File: src/hdl/usbhid_pkg.sv
// usbhid_pkg: constants, codes and the result record type of the hid descriptor scanner
// no dependencies; imported by usb_hid_descriptor_scanner
`default_nettype none

package usbhid_pkg;

  localparam int DEFAULT_MAX_PIPES = 3;

  localparam logic [7:0] TYPE_INTERFACE = 8'h04;
  localparam logic [7:0] TYPE_ENDPOINT  = 8'h05;
  localparam logic [7:0] CLASS_HID      = 8'h03;
  localparam logic [7:0] PROTO_KEYBOARD = 8'h01;
  localparam logic [7:0] PROTO_MOUSE    = 8'h02;

  localparam logic [1:0] EP_INTERRUPT   = 2'b11;

  localparam logic KIND_PIPE    = 1'b0;
  localparam logic KIND_SUMMARY = 1'b1;

  localparam logic [1:0] USAGE_KEYBOARD = 2'd0;
  localparam logic [1:0] USAGE_MOUSE    = 2'd1;
  localparam logic [1:0] USAGE_OTHER    = 2'd2;

  typedef struct packed {
    logic        kind;
    logic [7:0]  itf;
    logic [7:0]  ep_addr;
    logic [15:0] mps;
    logic [1:0]  usage;
    logic [1:0]  count;
    logic        fin;
  } rec_t;

endpackage

`default_nettype wire

File: src/hdl/usb_hid_descriptor_scanner.sv
// usb_hid_descriptor_scanner: walks a usb configuration descriptor byte by byte and
// reports interrupt-in pipes of hid interfaces plus an end-of-scan summary
// depends on usbhid_pkg
//
// input channel: in_valid/in_ready carry data_byte and end_of_block, one byte per transfer.
// output channel: out_valid/out_ready carry one record per transfer: a pipe record
// (record_kind 0) or the summary (record_kind 1) that follows the byte marked end_of_block.
// a record is shown the cycle after the byte that causes it, if no earlier record waits.
// throughput: one byte per cycle while in_ready is high; the descriptor walk is one
// pass of small compares between the input and a three-entry result queue. only the
// end_of_block byte that also completes a pipe yields two records and may drop in_ready.
// in_ready is high while the result queue holds at most one record, so bytes keep
// flowing while a finished record waits; a stalled receiver lets two records pile up
// and then in_ready drops until records are taken.
// reset (rst, synchronous) empties the queue and clears the scan state; end_of_block
// returns the scan state to its reset value as well.
// up to MAX_PIPES distinct hid interfaces get a pipe; the scan then stops until
// end_of_block.
`default_nettype none

module usb_hid_descriptor_scanner
  import usbhid_pkg::*;
#(
  parameter int MAX_PIPES = DEFAULT_MAX_PIPES
) (
  input  wire logic        clk,
  input  wire logic        rst,
  input  wire logic        in_valid,
  output logic             in_ready,
  input  wire logic [7:0]  data_byte,
  input  wire logic        end_of_block,
  output logic             out_valid,
  input  wire logic        out_ready,
  output logic             record_kind,
  output logic [7:0]       interface_number,
  output logic [7:0]       endpoint_address,
  output logic [15:0]      max_packet,
  output logic [1:0]       usage_kind,
  output logic [1:0]       pipes_found,
  output logic             final_record
);

  localparam int CW = $clog2(MAX_PIPES + 1);
  localparam int QD = 3;

  // scan state
  logic [15:0]   byte_offset, byte_offset_next;
  logic [15:0]   block_length, block_length_next;
  logic [15:0]   desc_start, desc_start_next;
  logic [7:0]    desc_type, desc_type_next;
  logic [7:0]    desc_len, desc_len_next;
  logic          have_itf, have_itf_next;
  logic [7:0]    cur_itf, cur_itf_next;
  logic [7:0]    cur_class, cur_class_next;
  logic [7:0]    cur_proto, cur_proto_next;
  logic [7:0]    ep_addr, ep_addr_next;
  logic [7:0]    ep_attr, ep_attr_next;
  logic [7:0]    ep_mps_lo, ep_mps_lo_next;
  logic [7:0]    taken [MAX_PIPES];
  logic [CW-1:0] pipe_count, pipe_count_next;
  logic          stopped, stopped_next;

  // result queue
  rec_t          q [QD];
  rec_t          q_next [QD];
  logic [1:0]    q_count, q_count_next;

  logic          in_fire, out_fire;
  logic          pipe_hit, already_taken, take_write;
  logic [15:0]   rel;
  logic [CW+1:0] count_ext;
  logic [1:0]    usage;
  rec_t          rec0, rec1;
  logic [1:0]    n_rec;
  logic [1:0]    base;

  assign in_ready  = (q_count <= 2'd1);
  assign in_fire   = in_valid && in_ready;
  assign out_valid = (q_count != 2'd0);
  assign out_fire  = out_valid && out_ready;

  assign record_kind      = q[0].kind;
  assign interface_number = q[0].itf;
  assign endpoint_address = q[0].ep_addr;
  assign max_packet       = q[0].mps;
  assign usage_kind       = q[0].usage;
  assign pipes_found      = q[0].count;
  assign final_record     = q[0].fin;

  always_comb begin
    already_taken = 1'b0;
    for (int i = 0; i < MAX_PIPES; i++) begin
      if ((CW'(i) < pipe_count) && (taken[i] == cur_itf)) begin
        already_taken = 1'b1;
      end
    end
  end

  always_comb begin
    case (cur_proto)
      PROTO_KEYBOARD: usage = USAGE_KEYBOARD;
      PROTO_MOUSE:    usage = USAGE_MOUSE;
      default:        usage = USAGE_OTHER;
    endcase
  end

  // one pass over the incoming byte
  always_comb begin
    byte_offset_next  = byte_offset;
    block_length_next = block_length;
    desc_start_next   = desc_start;
    desc_type_next    = desc_type;
    desc_len_next     = desc_len;
    have_itf_next     = have_itf;
    cur_itf_next      = cur_itf;
    cur_class_next    = cur_class;
    cur_proto_next    = cur_proto;
    ep_addr_next      = ep_addr;
    ep_attr_next      = ep_attr;
    ep_mps_lo_next    = ep_mps_lo;
    pipe_count_next   = pipe_count;
    stopped_next      = stopped;
    pipe_hit          = 1'b0;
    take_write        = 1'b0;
    rel               = '0;

    if (!stopped) begin
      if (byte_offset == 16'd2) begin
        block_length_next[7:0] = data_byte;
      end
      if (byte_offset == 16'd3) begin
        block_length_next[15:8] = data_byte;
      end
      if ({1'b0, byte_offset} == {1'b0, desc_start} + {9'd0, desc_len}) begin
        desc_start_next = byte_offset;
        desc_len_next   = data_byte;
        desc_type_next  = '0;
      end
      if (((byte_offset >= 16'd3) &&
           ({1'b0, desc_start_next} + 17'd2 > {1'b0, block_length_next})) ||
          (desc_len_next == 8'd0)) begin
        stopped_next = 1'b1;
      end else begin
        rel = byte_offset - desc_start_next;
        case (rel)
          16'd1: begin
            desc_type_next = data_byte;
            if (data_byte == TYPE_INTERFACE) begin
              have_itf_next  = 1'b1;
              cur_itf_next   = '0;
              cur_class_next = '0;
              cur_proto_next = '0;
            end
          end
          16'd2: begin
            if (desc_type_next == TYPE_INTERFACE) begin
              cur_itf_next = data_byte;
            end else if (desc_type_next == TYPE_ENDPOINT) begin
              ep_addr_next   = data_byte;
              ep_attr_next   = '0;
              ep_mps_lo_next = '0;
            end
          end
          16'd3: begin
            if (desc_type_next == TYPE_ENDPOINT) begin
              ep_attr_next = data_byte;
            end
          end
          16'd4: begin
            if (desc_type_next == TYPE_ENDPOINT) begin
              ep_mps_lo_next = data_byte;
            end
          end
          16'd5: begin
            if (desc_type_next == TYPE_INTERFACE) begin
              cur_class_next = data_byte;
            end else if (desc_type_next == TYPE_ENDPOINT) begin
              if (have_itf && (cur_class == CLASS_HID) && ep_addr[7] &&
                  (ep_attr[1:0] == EP_INTERRUPT) && (pipe_count < CW'(MAX_PIPES)) &&
                  !already_taken) begin
                pipe_hit        = 1'b1;
                take_write      = 1'b1;
                pipe_count_next = pipe_count + CW'(1);
                if (pipe_count_next >= CW'(MAX_PIPES)) begin
                  stopped_next = 1'b1;
                end
              end
            end
          end
          16'd7: begin
            if (desc_type_next == TYPE_INTERFACE) begin
              cur_proto_next = data_byte;
            end
          end
          default: begin
          end
        endcase
        if (byte_offset == 16'hFFFF) begin
          stopped_next = 1'b1;
        end else begin
          byte_offset_next = byte_offset + 16'd1;
        end
      end
    end

    count_ext = {2'b00, pipe_count_next};

    rec0 = '0;
    rec1 = '0;
    rec1.kind  = KIND_SUMMARY;
    rec1.count = count_ext[1:0];
    rec1.fin   = 1'b1;
    if (pipe_hit) begin
      rec0.kind    = KIND_PIPE;
      rec0.itf     = cur_itf;
      rec0.ep_addr = ep_addr;
      rec0.mps     = {data_byte, ep_mps_lo};
      rec0.usage   = usage;
      rec0.count   = count_ext[1:0];
      rec0.fin     = !end_of_block;
      n_rec        = end_of_block ? 2'd2 : 2'd1;
    end else if (end_of_block) begin
      rec0  = rec1;
      n_rec = 2'd1;
    end else begin
      n_rec = 2'd0;
    end
  end

  // result queue, head at entry 0
  always_comb begin
    base = q_count - {1'b0, out_fire};
    for (int i = 0; i < QD; i++) begin
      if (out_fire && (i < QD - 1)) begin
        q_next[i] = q[i + 1];
      end else begin
        q_next[i] = q[i];
      end
      if (in_fire && (n_rec != 2'd0) && (2'(i) == base)) begin
        q_next[i] = rec0;
      end
      if (in_fire && (n_rec == 2'd2) && (2'(i) == base + 2'd1)) begin
        q_next[i] = rec1;
      end
    end
    q_count_next = base + (in_fire ? n_rec : 2'd0);
  end

  always_ff @(posedge clk) begin
    for (int i = 0; i < QD; i++) begin
      q[i] <= q_next[i];
    end
    if (in_fire && take_write) begin
      for (int i = 0; i < MAX_PIPES; i++) begin
        if (CW'(i) == pipe_count) begin
          taken[i] <= cur_itf;
        end
      end
    end
    if (rst) begin
      q_count      <= '0;
      byte_offset  <= '0;
      block_length <= '0;
      desc_start   <= '0;
      desc_type    <= '0;
      desc_len     <= '0;
      have_itf     <= 1'b0;
      cur_itf      <= '0;
      cur_class    <= '0;
      cur_proto    <= '0;
      ep_addr      <= '0;
      ep_attr      <= '0;
      ep_mps_lo    <= '0;
      pipe_count   <= '0;
      stopped      <= 1'b0;
    end else begin
      q_count <= q_count_next;
      if (in_fire) begin
        if (end_of_block) begin
          byte_offset  <= '0;
          block_length <= '0;
          desc_start   <= '0;
          desc_type    <= '0;
          desc_len     <= '0;
          have_itf     <= 1'b0;
          cur_itf      <= '0;
          cur_class    <= '0;
          cur_proto    <= '0;
          ep_addr      <= '0;
          ep_attr      <= '0;
          ep_mps_lo    <= '0;
          pipe_count   <= '0;
          stopped      <= 1'b0;
        end else begin
          byte_offset  <= byte_offset_next;
          block_length <= block_length_next;
          desc_start   <= desc_start_next;
          desc_type    <= desc_type_next;
          desc_len     <= desc_len_next;
          have_itf     <= have_itf_next;
          cur_itf      <= cur_itf_next;
          cur_class    <= cur_class_next;
          cur_proto    <= cur_proto_next;
          ep_addr      <= ep_addr_next;
          ep_attr      <= ep_attr_next;
          ep_mps_lo    <= ep_mps_lo_next;
          pipe_count   <= pipe_count_next;
          stopped      <= stopped_next;
        end
      end
    end
  end

endmodule

`default_nettype wire

File: config.mk
export PLATFORM = sky130hd
export DESIGN_NAME = usb_hid_descriptor_scanner
export DESIGN_NICKNAME = d
export VERILOG_FILES = /design/src/hdl/usbhid_pkg.sv /design/src/hdl/usb_hid_descriptor_scanner.sv
export SDC_FILE = /design/constraint.sdc
export NUM_CORES = 1
export LEC_CHECK = 0
export BUFFER_PORTS_ARGS = -buffer_cell sky130_fd_sc_hd__buf_2
export CAP_MARGIN = 20
export CORE_ASPECT_RATIO = 1.25
export CORE_MARGIN = 2
export CORE_UTILIZATION = 57
export CTS_BUF_LIST = sky130_fd_sc_hd__clkbuf_16
export DETAILED_ROUTE_END_ITERATION = 16
export HOLD_SLACK_MARGIN = 0.08
export PLACE_DENSITY = 0.84
export SLEW_MARGIN = 10
export SYNTH_ARGS = -nofsm -noshare
export SYNTH_HDL_FRONTEND = slang
export SYNTH_SLANG_ARGS = --single-unit
File: constraint.sdc
create_clock -name clk -period 8.22 [get_ports clk]
set_input_delay 0 -clock clk [delete_from_list [all_inputs] [get_ports clk]]
set_output_delay 0 -clock clk [all_outputs]
set_load 0.05 [all_outputs]
# Yosys cells after proc, flatten, opt, wreduce, memory -nomap -nowiden
# Memories as Yosys holds them, arrays and structs flattened.
# Cells that the tools add are included.
word_totals:
  reg_bits: 112
  mem_bits_rw: 138
  input_bits: 13
  elab_cells: 235
  n_memories: 2
mem_list:
  columns: ["memory", "words", "width", "read_ports", "rd_clocked_by_memory_dff", "wr", "line", "text"]
  rows:
  - ["q", 3, 38, 3, 0, 3, "usb_hid_descriptor_scanner.sv:64", "rec_t q [QD];"]
  - ["taken", 3, 8, 3, 0, 1, "usb_hid_descriptor_scanner.sv:59", "logic [7:0] taken [MAX_PIPES];"]
classes:
  addsub: 8
  n_lt_le_gt_ge: 8
  n_eq_ne: 39
  mux: 114
  reduce_logical: 49
op_table:
  columns: ["op", "count"]
  rows:
  - ["$mux 38", 10]
  - ["$mux 8", 38]
  - ["$mux 16", 10]
  - ["$eq 16x2->1 const B", 4]
  - ["$pmux 8 s2", 4]
  - ["$eq 16x3->1 const B", 3]
  - ["$mux 1", 35]
  - ["$mux 2", 15]
  - ["$eq 8x3->1 const B", 3]
  - ["$eq 8x8->1", 3]
  - ["$ne 3x3->1 const B", 8]
  - ["$reduce_and 6->1", 4]
  - ["$logic_and 1x1->1", 20]
  - ["$add 16x2->17 const B", 1]
  - ["$add 16x8->17", 1]
  - ["$eq 16x17->1", 1]
  - ["$gt 17x16->1", 1]
  - ["$add 16x1->16 const B", 1]
  - ["$eq 16x1->1 const B", 1]
  - ["$eq 16x16->1 const B", 1]
  - ["$eq 8x2->1 const B", 2]
  - ["$ge 16x2->1 const B", 1]
  - ["$reduce_or 8->1", 2]
  - ["$sub 16x16->16", 1]
  - ["other kinds (24)", 48]

# Depth between registers and ports, before layout
# An unclocked memory read counts as a cell.
logic_depth:
  word_depth: 20
  mapped_depth: 38

# Least setup slack after synthesis
# OpenSTA, ideal clock, no wires.
synth_timing:
  kind: "register to register"
  startpoint: "register desc_start[0]"
  endpoint: "memory q[0][39] (netlist name), data pin"
  t_arrival_ns: 7.754
  required_ns: 7.961
  setup_slack_ns: 0.207
  stages_incl_launch_ff: 34
  n_path_buf: 3
  cell_sequence: "dfxtp_1 ha_1 inv_1 fa_1 nor2b_4 o31ai_4 a21oi_2 or3_4 a2111oi_4 nand4_1 clkbuf_1 buf_1 mux2i_1 inv_1 ha_1 inv_1 nor4_1 nand4b_1 xor2_1 mux2i_1 ha_1 o21ai_0 nand2b_1 a21oi_1 a311oi_1 o31a_1 buf_2 or2_1 nor3_1 inv_1 ha_1 nor4_1 nor2_1 a211o_1"
synth_lines:
  columns: ["item", "line", "text"]
  rows:
  - ["start, declared", "usb_hid_descriptor_scanner.sv:49", "logic [15:0] desc_start, desc_start_next;"]
  - ["start signal, assigned", "usb_hid_descriptor_scanner.sv:297", "desc_start <= desc_start_next;"]
  - ["end, declared", "usb_hid_descriptor_scanner.sv:64", null]

==> flow_metrics.tcl <==
set metrics [dict create \
    ir_worst_vdd_mv 0.162 \
    fp.coreArea_mm2 0.0236 \
    antenna_cells 0 \
    syn_area_mm2 0.0136 \
    start_util_pct 57.7 \
    die_w_um 142 \
    ys_seq_area_share_pct 37.3 \
    required_ps 8610 \
    vias 12700 \
    grt_pass1_vias 11800 \
    cp.arrival_ps 8230 \
    worstSetupStartpointType "flip-flop" \
    root_buffer "clkbuf_16" \
    post-dp-hpwl_um 25600 \
    numPortBuffers 52 \
    ys_types 88 \
    crit_path_end "q[0][39]" \
    async_flop_share_pct 0 \
    fin_cells 1964 \
    grt_use_total_pct 29.0 \
    cp_slowest_cell "a2111oi_4" \
    grt_pass1_wl_um 59400 \
    layout_commonest_cell "nand2_1" \
    tightest_slew_ps 1090 \
    outcome "finished clean" \
    drt-initial-drc-count 979 \
    wl_per_cell_um 19.3 \
    finalWorstSetupSlack_ps 386 \
    final-setup-viol-count 0 \
    cp-end-kind "flip-flop" \
    drc 0 \
    die_y_um 177 \
    rows 63 \
    setup.worst_path.start "desc_start[0]" \
    cp_max_fo 25 \
    fin_util_pct 62.3 \
    worstReg2RegEnd "q[0][39]" \
    syn_inst 1688 \
    drive_gt1_share_pct 10.0 \
    cellPowerDensity_mw_per_mm2 297 \
    fmax_ghz 0.128 \
    fin_setup_tns_ps 0 \
    grt_max_degree 78 \
    drv_cap 0 \
    syn_nets 1752 \
    area_growth_pct 8.08 \
    max_slew_margin_pct 27.6 \
    fin_crit_ps 7830 \
    antenna_found_initial 0 \
    vias_per_cell 6.49 \
    cts_max_path_buffers 3 \
    synth-edff-count 22 \
    p_leak_uw 0.00582 \
    avgSynthCellArea_um2 8.05 \
    final_cell_mix "nand2_1, dfxtp_1, a21oi_1" \
    drt_wl_total_um 37900 \
    hold_viol 0 \
    grt_overflow_total 0 \
    slowest_delay_ps 470 \
    clkSlewWorstSetupHoldPaths_ps 70 \
    layout.nets 1719 \
    reg2reg_slack_ps 390 \
    yosys_most_used_dff "dfxtp_1" \
    hold_class "in2reg" \
    io_pins 53 \
    cts_tree "built" \
    clk_latency_ps 540 \
    dp_slack_ps 304 \
    clock-sinks 242 \
    r2r_cells 35 \
    numCtsBuffers 24 \
    slew_viol_final 0 \
    dr.pass1.iters 6 \
    synth_seq_cells 242 \
    antenna_left 0 \
    fp.dieArea_mm2 0.0251 \
    timing.final.crit_share_pct 95.3 \
    htreeDepth 1 \
    ys_warn_count 0 \
    path_class "reg2reg" \
    r2r-start "desc_start[0]" \
    skew_ps 28.5 \
    gp_congestion 0.978 \
    dp.cells 1906 \
]
-- synthesized netlist by cell type, types with 7 or more instances --
cell / number / area [µm²]
o211ai_1: 23 / 173
or3_1: 12 / 75.1
a22oi_1: 15 / 113
nor4_1: 23 / 144
a21oi_1: 152 / 761
buf_2: 21 / 105
nor2_1: 138 / 518
o21ai_0: 67 / 335
nor2b_1: 16 / 100
buf_1: 7 / 26.3
a32o_1: 8 / 80.1
xnor2_1: 31 / 272
xor2_1: 24 / 210
inv_1: 50 / 188
nand4_1: 29 / 181
dfxtp_1: 220 / 4400
ha_1: 49 / 613
edfxtp_1: 22 / 661
a211oi_1: 58 / 435
clkbuf_1: 92 / 345
nand3_1: 25 / 125
a22o_1: 20 / 175
o31ai_1: 9 / 67.6
o21a_1: 11 / 82.6
o2bb2ai_1: 8 / 70.1
mux2i_1: 17 / 170
a21o_1: 14 / 105
o2111ai_1: 10 / 87.6
o311ai_0: 9 / 78.8
or4_1: 27 / 203
buf_4: 37 / 278
and3_1: 17 / 106
nor3_1: 26 / 130
a221oi_1: 13 / 114
nand2_1: 279 / 1050
-- where the power goes --
part | switching (µW) | total, µW | internal, µW
Sequential | 102 | 1500 | 1400
Clock | 467 | 1050 | 582
Combinational | 1260 | 1810 | 552
Total | 1820 | 4360 | 2530
-- layer usage --
layer  wire [µm]  track usage [%]  vias to the layer above
met4        2060             15.6                        0
li1            -                -                     5998
met3        2530             4.46                      160
met1       14500             33.5                     6023
met5           0                0                        -
met2       18800             51.4                      557
-- sequential cells by signal (all words and copies together) (netlist names) --
signal,flops
desc_start,16
ep_mps_lo,8
have_itf,1
cur_proto,8
byte_offset,16
taken,16
pipe_count,2
desc_len,8
cur_class,8
ep_attr,2
desc_type,8
stopped,1
q,114
ep_addr,8
block_length,16
q_count,2
cur_itf,8
-- logic make-up (layout without fill, tap and decap cells) --
logic type,Yosys count,count (layout),share of synthesized area (%)
simple gates,637,637,22.2
compound gates,470,470,23.3
flops,242,242,37.3
buf+inv,209,193,6.99
xor+xnor,56,56,3.72
fa+ha+maj,52,52,4.88
mux,22,22,1.67
-- area by class of cell --
type,instances,area [µm²]
Inverter,52,195
Clock inverter,18,115
Multi-Input combinational cell,1237,7660
Fill cell,1995,8880
Tap cell,292,365
Clock buffer,25,626
Sequential cell,242,5060
Timing Repair Buffer,98,668
-- worst min path at each step --
stage | to | start | slack [ps] | cells past startpoint
floorplan | q_count[1] | in_valid | 250 | 3
global placement | cur_proto[1] | data_byte[1] | 390 | 2
detailed placement | cur_proto[1] | data_byte[1] | 390 | 2
CTS | have_itf | end_of_block | 120 | 3
global route | block_length[8] | rst | 160 | 3
finish | block_length[10] | rst | 130 | 3
-- worst max-delay path, delay by kind of cell, from the launching register on --
kind	cells	cell delay (ps)
and+or+nand+nor	9	2170
muxes	2	360
xor gates and xnor gates	1	160
DFF	1	390
buffers and inverters	8	1280
AOI/OAI and AO/OA	10	1870
adders and majority gates	5	1450
-- through the flow --
stage	hold WS, ps	total power, µW	area (µm²)
finish	127	4360	14700
global placement	388	3200	13700
detailed placement	391	3240	13700
CTS	117	4290	14500
global route	164	4580	14700
floorplan	253	2980	13600
-- timing repair --
item                                   in CTS  in global routing
endpoints found under the hold margin      83                  0
setup endpoints to repair                   0                121
resized for setup                           0                 20
buffers inserted                            0                  4
hold buffers                                9                  0
Note: power is estimated with default switching activity, not from simulation.
